===== config.mk =====
export PLATFORM = sky130hd
export DESIGN_NAME = wstd_ctrl
export DESIGN_NICKNAME = d
export VERILOG_FILES = /design/src/hdl/wstd_pkg.sv /design/src/hdl/wstd_ctrl.sv
export SDC_FILE = /design/constraint.sdc
export NUM_CORES = 1
export LEC_CHECK = 0
export ABC_AREA = 1
export CAP_MARGIN = 10
export CELL_PAD_IN_SITES_DETAIL_PLACEMENT = 1
export CELL_PAD_IN_SITES_GLOBAL_PLACEMENT = 2
export CORE_ASPECT_RATIO = 0.5
export CORE_MARGIN = 3
export CORE_UTILIZATION = 33
export CTS_CLUSTER_SIZE = 16
export DETAILED_ROUTE_END_ITERATION = 8
export DONT_BUFFER_PORTS = 1
export PLACE_DENSITY = 0.87
export SLEW_MARGIN = 20
export SYNTH_ARGS = -nofsm -noshare
export SYNTH_HDL_FRONTEND = slang
export SYNTH_SLANG_ARGS = --single-unit

===== constraint.sdc =====
create_clock -name clk -period 2.4 [get_ports clk]
set_input_delay 0.12 -clock clk [delete_from_list [all_inputs] [get_ports clk]]
set_output_delay 0.12 -clock clk [all_outputs]
set_load 0.005 [all_outputs]

===== src/hdl/wstd_pkg.sv =====
`timescale 1ns / 1ps

package wstd_pkg;

  localparam int OP_BITS     = 2;
  localparam int STATUS_BITS = 2;

  typedef enum logic [OP_BITS-1:0] {
    OP_PUSH = 2'd0,
    OP_POP  = 2'd1,
    OP_TAKE = 2'd2
  } op_t;

  typedef enum logic [STATUS_BITS-1:0] {
    ST_OK    = 2'd0,
    ST_EMPTY = 2'd1,
    ST_FULL  = 2'd2
  } status_t;

  typedef struct packed {
    logic    wr_en;
    logic    rd_en;
    status_t status;
  } ctrl_flags_t;

endpackage


===== src/hdl/wstd_ctrl.sv =====
`timescale 1ns / 1ps

module wstd_ctrl #(
  parameter int DEPTH = 1024
) (
  input  logic                         clk,
  input  logic                         rst_n,
  input  logic                         fire,
  input  wstd_pkg::op_t                op,
  output wstd_pkg::ctrl_flags_t        flags,
  output logic [$clog2(DEPTH)-1:0]     addr,
  output logic [$clog2(DEPTH+1)-1:0]   occupancy
);
  import wstd_pkg::*;

  localparam int IDX_BITS = $clog2(DEPTH);
  localparam int CNT_BITS = $clog2(DEPTH + 1);
  localparam logic [IDX_BITS-1:0] LAST_IDX = IDX_BITS'(DEPTH - 1);
  localparam logic [CNT_BITS-1:0] FULL_CNT = CNT_BITS'(DEPTH);

  logic [IDX_BITS-1:0] top_r, top_nxt;
  logic [IDX_BITS-1:0] base_r, base_nxt;
  logic [CNT_BITS-1:0] count_r, count_nxt;
  logic [IDX_BITS-1:0] top_inc, top_dec, base_inc;
  logic                is_full, is_empty;

  assign top_inc  = (top_r == LAST_IDX) ? '0 : top_r + IDX_BITS'(1);
  assign top_dec  = (top_r == '0) ? LAST_IDX : top_r - IDX_BITS'(1);
  assign base_inc = (base_r == LAST_IDX) ? '0 : base_r + IDX_BITS'(1);
  assign is_full  = (count_r == FULL_CNT);
  assign is_empty = (count_r == '0);

  always_comb begin
    top_nxt      = top_r;
    base_nxt     = base_r;
    count_nxt    = count_r;
    addr         = top_r;
    flags.wr_en  = 1'b0;
    flags.rd_en  = 1'b0;
    flags.status = ST_OK;
    case (op)
      OP_PUSH: begin
        if (is_full) begin
          flags.status = ST_FULL;
        end else begin
          flags.wr_en = fire;
          top_nxt     = top_inc;
          count_nxt   = count_r + CNT_BITS'(1);
        end
      end
      OP_POP: begin
        addr = top_dec;
        if (is_empty) begin
          flags.status = ST_EMPTY;
        end else begin
          flags.rd_en = fire;
          top_nxt     = top_dec;
          count_nxt   = count_r - CNT_BITS'(1);
        end
      end
      OP_TAKE: begin
        addr = base_r;
        if (is_empty) begin
          flags.status = ST_EMPTY;
        end else begin
          flags.rd_en = fire;
          base_nxt    = base_inc;
          count_nxt   = count_r - CNT_BITS'(1);
        end
      end
      default: begin
        flags.status = ST_OK;
      end
    endcase
  end

  assign occupancy = count_nxt;

  always_ff @(posedge clk) begin
    if (!rst_n) begin
      top_r   <= '0;
      base_r  <= '0;
      count_r <= '0;
    end else if (fire) begin
      top_r   <= top_nxt;
      base_r  <= base_nxt;
      count_r <= count_nxt;
    end
  end

  a_count_bound: assert property (@(posedge clk) disable iff (!rst_n)
    count_r <= FULL_CNT)
    else $error("entry count above capacity");

  a_ends_meet: assert property (@(posedge clk) disable iff (!rst_n)
    (is_empty || is_full) |-> (top_r == base_r))
    else $error("top and base disagree with entry count");

  a_count_step: assert property (@(posedge clk) disable iff (!rst_n)
    !fire |=> $stable(count_r))
    else $error("entry count moved without an item");

endmodule


---- After elaboration in Yosys (flattened, before gate mapping) ----
Cells that the tools add are included.
storage, ports and cells
  register bits after elaboration ......... 31
  bits of input ports ..................... 5
  output and inout bits ................... 25
  logic and storage cells ................. 40
cells by class
  add/sub/neg operators ................... 5
  eq/ne operators ......................... 7
  mux-type cells .......................... 17
  bitwise gates (word level) .............. 1
  reduce and logical (&&, ||, !) cells .... 7
operators by type and width
  kind                                                 count
  2-to-1 mux 10 bit                                    5
  one-hot mux 10 bit (2 select lines)                  2
  2-to-1 mux 11 bit                                    2
  one-hot mux 11 bit (2 select lines)                  1
  adder 10 x 1 -> 10 bit (second input constant)       2
  == test 10 bit (second input constant)               2
  adder 11 x 1 -> 11 bit (second input constant)       1
  == test 11 bit (second input constant)               1
  zero test 11 bit                                     1
  subtractor 11 x 1 -> 11 bit (second input constant)  1
  zero test 10 bit                                     1
  subtractor 10 x 1 -> 10 bit (second input constant)  1
  2-to-1 mux 1 bit                                     5
  inequality test 2 bit (second input constant)        2
  one-hot mux 2 bit (2 select lines)                   1
  AND reduction 4 bit                                  1
  AND reduction 3 bit                                  1
  == test 2 x 1 -> 1 bit (second input constant)       1
  == test 2 bit (second input constant)                1
  zero test 2 bit                                      1
  2-to-1 mux 2 bit                                     1
  nonzero test 2 bit                                   1
  OR reduction 2 bit                                   1
  NOT 1 bit                                            1

---- Logic depth before layout (Yosys ltp) ----
Gate-level depths: netlist of the first run.
  depth in word-level cells ............... 4
  gate-level depth with buffers ........... 13
  gate-level depth less buffers ........... 12

---- Worst setup path before layout of the first run ----
Ideal clock, no wire load.
  kind .................................... register -> register
  start point ............................. register count_r[0]
  end point ............................... register top_r[7]
  setup time .............................. 115 ps
  arrival time ............................ 1555 ps
  data required time ...................... 2285 ps
  slack ................................... 731 ps
  stages on the path, launching flop included .. 13
  path buffers ............................ 1
  clock period less this slack ............ 1669 ps
  cell sequence ........................... dfxtp_1 inv_1 ha_1 nand3_4 nor2_8 nand2_8 nand2_4 nand2_4 nand2_4 inv_4 buf_6 o21ai_1 nor2_1
on the way
  longest elaborated chain between the ends .. 3
  elaborated cells on any way between the ends .. 5
  classes of those cells .................. eq/ne: 3; reduce/logical: 2
RTL lines
  what                                                       RTL line                          source
  from (decl)                                                wstd_ctrl.sv:23                   logic [CNT_BITS-1:0] count_r, count_nxt;
  from (signal assigned)                                     wstd_ctrl.sv:87                   count_r <= count_nxt;
  == test 11 bit / zero test 11 bit (equally long branches)  wstd_ctrl.sv:30, wstd_ctrl.sv:31
  inequality test 2 bit (no source line)                     n/a
  AND reduction 4 bit (no source line) *                     n/a
  to (signal assigned)                                       wstd_ctrl.sv:85                   top_r <= top_nxt;
  to (decl)                                                  wstd_ctrl.sv:21                   logic [IDX_BITS-1:0] top_r, top_nxt;
Mark *: on every way between the ends. The rest lies on a longest branch, timed or not.
A chain may end at the register's enable or synchronous reset.

---- Final worst setup path of the first run ----
  start point ............................. register count_r[0]
  end point ............................... register count_r[3]
on the way
  longest elaborated chain between the ends .. 3
  elaborated cells on any way between the ends .. 7
  classes of those cells .................. add/sub: 2; eq/ne: 1; mux: 3; reduce/logical: 1
RTL lines
  what                                                       RTL line                                           source
  subtractor 11 x 1 -> 11 bit, or another cell as far along  wstd_ctrl.sv:58, wstd_ctrl.sv:68
  2-to-1 mux 11 bit, on equally long branches                wstd_ctrl.sv:53, wstd_ctrl.sv:63, wstd_ctrl.sv:43
  one-hot mux 11 bit (2 select lines) *                      wstd_ctrl.sv:41                                    case (op)
Marks and branches as above.

==> results of run 1 <==
==> what timing repair did <==
action,CTS,global route
resized for setup,0,2
hold buffers,3,0
setup endpoints to repair,0,6
hold endpoints to repair,21,0
==> critical path: stages, from the launching register on <==
cell and delay [ns]:
dfxtp_1 0.34, inv_1 0.13, ha_1 0.24, nand3_4 0.14, nor2_8 0.21, nand2_8 0.11, nand4_1 0.09, nand3_1 0.07
nand2_1 0.10, a21oi_1 0.06, dlygate4sd3_1 0.57
==> cell families (layout without fill, tap and decap cells) <==
group           count (synthesis)  after routing
compound gates                 87             87
xor+xnor                        6              6
fa+ha+maj                       9              9
buf+inv                        91             85
flops                          31             31
simple gates                  282            282
==> cell type report <==
type	count	area (sq um)
Fill cell	1144	5120
Multi-Input combinational cell	384	1930
Sequential cell	31	621
Inverter	72	273
Clock buffer	8	156
Tap cell	112	140
Timing Repair Buffer	5	45.0
==> where the power goes <==
group / switching [mW] / internal (mW)
registers: 0.0602 / 0.545
clock network: 0.249 / 0.442
logic: 0.372 / 0.176
total: 0.681 / 1.16
==> layer usage <==
layer / vias up / track usage (%) / wire length [um]
met5: - / 0 / 0
met2: 59 / 32.6 / 4270
met4: 0 / 5.64 / 168
met3: 14 / 4.94 / 410
met1: 1516 / 25.7 / 4710
li1: 1619 / - / -
==> flip-flops by register name (all words and copies together) (netlist names) <==
register	count
base_r	10
count_r	11
top_r	10
==> cells in the final DEF (no fill, tap or decap), types with 2 or more instances in the layout <==
cell type      netlist  layout
clkbuf_8             0       2
nand2_1            126     126
o21ai_1             12      12
inv_2                5       6
ha_1                 9       9
nor3_1               7       7
dfxtp_1             31      31
nand2_4              5       5
nor2_1              68      68
clkbuf_16            0       5
nand3_1             46      45
xor2_1               5       5
a22oi_1              9       9
a21oi_1             39      39
nand3_2              1       2
o21ai_0             25      25
nor2_4               3       3
clkinv_1             2       2
nand4_1             16      16
inv_1               64      63
buf_4                0       2
dlygate4sd3_1        0       3
==> per-stage QoR <==
step                      power (mW)  instance area [sq um]  setup WS (ns)  util [%]  instances
after global placement          1.14                   2980          0.538      35.9        601
after global routing            1.98                   3170         0.0518      38.2        612
after floorplan                 1.03                   2910          0.731         -        506
after detailed placement        1.15                   2980          0.456      35.9        601
final                           1.84                   3170          0.214      38.2        612
after CTS                       1.86                   3160          0.129      38.2        612
==> how the worst max path moves through the flow <==
stage,start,to,slack [ns],cells past startpoint
final,count_r[0],count_r[3],0.21,10
after floorplan,count_r[0],top_r[7],0.73,12
after CTS,top_r[0],addr[1],0.13,10
after global placement,top_r[0],addr[0],0.54,10
after global routing,top_r[0],addr[5],0.05,10
after detailed placement,top_r[0],addr[1],0.46,10
==> qor.csv, run 1 <==
stage,metric,value,unit
run_status,status,"complete, no violations",
die,dieWidth,139,um
clocking,cts_root_buffer,clkbuf_16,
clocking,htree_levels,2,
clocking,clk_latency,0.28,ns
global_route,gr-usage-all-layers,19.6,%
worst_setup_path,cp-end-kind,register,
die,ios,30,
synthesis,yosys.area_share.simple,44.6,%
detailed_routing,drtIter0Drc,133,
timing,period_needed,2.19,ns
timing,slew_headroom,39.3,%
detailed_routing,wire_per_inst,15.6,um
synthesis,synth_top_family_by_area,simple AND/OR/NAND/NOR gates,
worst_setup_path,r2r_start,count_r[0],
worst_setup_path,arrival,2.36,ns
hold_path,hp-class,in2reg,
synthesis,synthTopCellsByArea,"dfxtp_1 21%, nand2_1 16%, nor2_1 8.8%",
synthesis,syn-mean-instance-area,5.76,sq um
placed_design,portBuffers,0,
synthesis,synth_fa_ha_area_share,3.87,%
die,dieArea,0.0101,sq mm
synthesis,yosys_warnings,0,
timing,setup_viol,0,
clocking,cts_tree,built,
synthesis,netlist_area,0.00291,sq mm
clocking,clockBufferDepth,2,
detailed_routing,dr.pass1.iters,4,
worst_setup_path,path_max_fanout,10,
final_layout,n_antenna_cell,0,
global_route,antenna_found_initial,0,
final_layout,drive_gt1_share,6.40,%
die,start_util,35.1,%
synthesis,synth.area.mux_share,0,%
detailed_routing,post_drt_via_cell_ratio,5.24,
synthesis,yosysTopAreaCell,dfxtp_1,
detailed_routing,drc,0,
timing,worstMarginPinSlew,0.908,ns
final_layout,areaGrowthSynthToFinish,8.76,%
worst_setup_path,rr_worst_depth,10,
detailed_routing,finalWirelength,9560,um
worst_setup_path,reg2reg_setup_slack,0.21,ns
detailed_routing,vias,3208,
power_and_ir_drop,worst_ir_drop_vdd,0.000252,V
placed_design,gp_congestion,0.864,
placed_design,hpwl,7050,um
detailed_routing,ant_nets,0,
synthesis,synth_most_common_cell,nand2_1,
synthesis,synth-edff-count,0,
worst_setup_path,rr_endpoint,count_r[3],
die,rows,23,
synthesis,synth-seq-cells,31,
synthesis,synth-compound-area-share,15.9,%
clocking,cts.sinks,31,
hold_path,hold-path-endpoint,count_r[1],
die,core,0.00829,sq mm
worst_setup_path,worstSetupPathType,reg2reg,
hold_path,min_path_cells,3,
synthesis,synth_xor_xnor_area_share,1.80,%
power_and_ir_drop,p_per_area,582,mW/mm^2
die,dieHeight,72.4,um
timing,maxSlewViolCount,0,
timing,hold_viol,0,
synthesis,synth_nets,520,
worst_setup_path,required,2.57,ns
worst_setup_path,start_kind,register,
synthesis,synth_cells,506,
global_route,grt-ovfl-total,0,
clocking,cts_buffers,5,
synthesis,yosysSeqAreaShare,21.3,%
synthesis,synth_top_area_share,21.3,%
clocking,post-cts-setup-buffers,0,
global_route,grt_pass1_vias,3177,
timing,hold_ws,0.0119,ns
synthesis,yosysUniqueCellTypes,37,
final_layout,nets,513,
global_route,grt_max_degree,21,
timing,skew,0.00227,ns
clocking,clk_pin_slew,0.05,ns
synthesis,synth_flop_cell,dfxtp_1,
timing,setup_tns,0,ns
timing,fin_crit_sh,91.1,%
hold_path,hold_start,fire,
job,cap_violations,0,
synthesis,synthArstFlopShare,0,%
global_route,grt_pass1_wl,16200,um
timing,rsz0062_at_grt,false,
power_and_ir_drop,p_leak,1.46,nW
timing,fmax,457,MHz
synthesis,synth_common_cells,"126 x nand2_1, 68 x nor2_1, 64 x inv_1",
Power figures use the tool's default switching activity.
==> run 2, diff against run 1 <==
--- a/config.mk
+++ b/config.mk
@@ -16,5 +16,5 @@
 export DETAILED_ROUTE_END_ITERATION = 8
 export DONT_BUFFER_PORTS = 1
-export PLACE_DENSITY = 0.87
+export PLACE_DENSITY_LB_ADDON = 0.1
 export SLEW_MARGIN = 20
 export SYNTH_ARGS = -nofsm -noshare
==> constraint.sdc (replaced) <==
create_clock -name clk -period 2.4 [get_ports clk]
set_input_delay 0.12 -clock clk [delete_from_list [all_inputs] [get_ports clk]]
set_output_delay 0.12 -clock clk [all_outputs]
set_load 0.05 [all_outputs]
==> run 2 against run 1 <==
Sequential power about the same; clock power up 1%; via count down 0.62%; cell count up 2.6%.
==> qor.csv, run 2 (same netlist as run 1, synthesis figures left out) <==
stage,metric,value,unit,change
placed_design,place_inst,617,,was 601
job,cap_violations,0,,unchanged
final_layout,reg_top3,"count_r (11), base_r (10), top_r (10)",,unchanged
clocking,cts_root_buffer,clkbuf_16,,unchanged
global_route,gr-usage-all-layers,20.2,%,was 19.6%
timing,worstMarginPinSlew,0.920,ns,was 0.908 ns
final_layout,n_antenna_cell,0,,unchanged
final_layout,final_area,0.00332,sq mm,was 0.00317 sq mm
clocking,clk_pin_slew,0.06,ns,was 0.05 ns
timing,slew_headroom,38.5,%,was 39.3%
die,dieArea,0.0101,sq mm,unchanged
worst_setup_path,worstSetupPathType,reg2out,,was reg2reg
die,ios,30,,unchanged
detailed_routing,finalWirelength,9730,um,was 9560 um
hold_path,hp-class,in2reg,,unchanged
clocking,htree_levels,2,,unchanged
final_layout,final_cell_mix,"125 x nand2_1, 66 x nor2_1, 60 x inv_1",,"was 126 x nand2_1, 68 x nor2_1, 63 x inv_1"
timing,skew,0.00745,ns,was 0.00227 ns
die,start_util,35.1,%,unchanged
global_route,grt_pass1_vias,3277,,"was 3,177"
timing,fin_ws,0.178,ns,was 0.214 ns
die,dieHeight,72.4,um,unchanged
global_route,antenna_found_initial,0,,unchanged
placed_design,dpl_cell_area,0.00310,sq mm,was 0.00298 sq mm
detailed_routing,drc,0,,unchanged
final_layout,drive_gt1_share,10.9,%,was 6.40%
power_and_ir_drop,worst_ir_drop_vdd,0.000253,V,was 0.000252 V
global_route,use_met3,3.75,%,was 4.94%
timing,setup_viol,0,,unchanged
clocking,post-cts-setup-buffers,0,,unchanged
detailed_routing,ant_nets,0,,unchanged
run_status,status,"complete, no violations",,unchanged
final_layout,layout_commonest_cell,nand2_1,,unchanged
placed_design,gp_congestion,0.818,,was 0.864
worst_setup_path,r2r_start,count_r[0],,unchanged
global_route,grt_pass1_wl,16500,um,"was 16,200 um"
hold_path,hold_start,fire,,unchanged
worst_setup_path,crit_start,count_r[1],,was count_r[0]
timing,period_needed,2.22,ns,was 2.19 ns
placed_design,hpwl,7070,um,was 7050 um
timing,hold_viol,0,,unchanged
clocking,cts_buffers,5,,unchanged
worst_setup_path,required,2.28,ns,was 2.57 ns
die,rows,23,,unchanged
clocking,clk_latency,0.28,ns,about the same
worst_setup_path,path_max_fanout,6,,was 10
timing,fmax,450,MHz,was 457 MHz
timing,maxSlewViolCount,0,,unchanged
timing,hold_ws,0.0119,ns,about the same
detailed_routing,drtIter0Drc,161,,was 133
global_route,grt_util_met2,34.8,%,was 32.6%
die,core,0.00829,sq mm,unchanged
final_layout,areaGrowthSynthToFinish,13.9,%,was 8.76%
clocking,cts.sinks,31,,unchanged
global_route,grt_max_degree,21,,unchanged
worst_setup_path,arrival,2.10,ns,was 2.36 ns
global_route,grt-ovfl-total,0,,unchanged
power_and_ir_drop,p_per_area,635,mW/mm^2,was 582 mW/mm^2
placed_design,portBuffers,0,,unchanged
final_layout,final_cells,628,,was 612
final_layout,largest_register_ffs,11,,unchanged
global_route,use_met1,26.7,%,was 25.7%
global_route,grt.busiest_layer,met2,,unchanged
die,dieWidth,139,um,unchanged
worst_setup_path,start_kind,register,,unchanged
power_and_ir_drop,p_leak,1.53,nW,was 1.46 nW
clocking,clockBufferDepth,2,,unchanged
clocking,cts_tree,built,,unchanged
placed_design,place_ws,0.275,ns,was 0.456 ns
final_layout,nets,529,,was 513
detailed_routing,wire_per_inst,15.5,um,was 15.6 um
worst_setup_path,cp-end-kind,primary output,,was register
detailed_routing,vias,3188,,"was 3,208"
detailed_routing,post_drt_via_cell_ratio,5.08,,was 5.24
final_layout,post-route-util,40.0,%,was 38.2%
detailed_routing,dr.pass1.iters,4,,unchanged
final_layout,regMostFlops,count_r,,unchanged
timing,fin_crit_sh,92.6,%,was 91.1%
-- run 2: layer usage --
metal | share of wire (%) | vias up
met2 | 44 | 36
li1 | - | 1662
met4 | 1.0 | 0
met5 | 0 | -
met3 | 3.1 | 12
met1 | 52 | 1478
-- run 2: final cells by class --
| class | instances | area (sq um) |
|---|---|---|
| fill | 1129 | 4970 |
| multi-input combinational | 384 | 1950 |
| sequential | 31 | 621 |
| inverter | 72 | 280 |
| timing repair buffer | 21 | 165 |
| clock buffer | 8 | 156 |
| tap | 112 | 140 |
-- run 2: path summary, 6_finish.rpt --
check	endpoint	slack, ns	cells after the start
setup / recovery	occupancy[6]	0.18	9
hold / removal	count_r[1]	0.01	3
setup reg to reg	count_r[10]	0.25	10
hold reg to reg	base_r[1]	0.51	2
-- run 2: power breakdown --
part | leakage, nW | switching, mW | total [mW] | internal, mW
clock network | 0.0772 | 0.256 | 0.698 | 0.442
logic | 1.20 | 0.584 | 0.803 | 0.219
registers | 0.254 | 0.0614 | 0.606 | 0.545
-- run 2: critical path, cell delays in order (launching register included) --
cell     delay, ns
dfxtp_1       0.42
ha_1          0.26
inv_1         0.10
nor2_2        0.24
a21oi_1       0.10
nor2_1        0.13
nor2_1        0.05
o21ai_0       0.09
nand2_1       0.10
inv_1         0.34
-- run 2: metrics by stage --
step / setup TNS, ns / total power, mW
after detailed placement: 0 / 1.39
after global routing: -0.00547 / 2.24
after CTS: 0 / 2.12
final: 0 / 2.11
after floorplan: 0 / 1.23
after global placement: 0 / 1.38
-- run 2: what timing repair did --
| action | in CTS | in global routing |
|---|---|---|
| endpoints found under the setup margin | 5 | 13 |
| hold endpoints to repair | 21 | 0 |
| gates resized for setup | 1 | 10 |
| hold buffers | 3 | 0 |
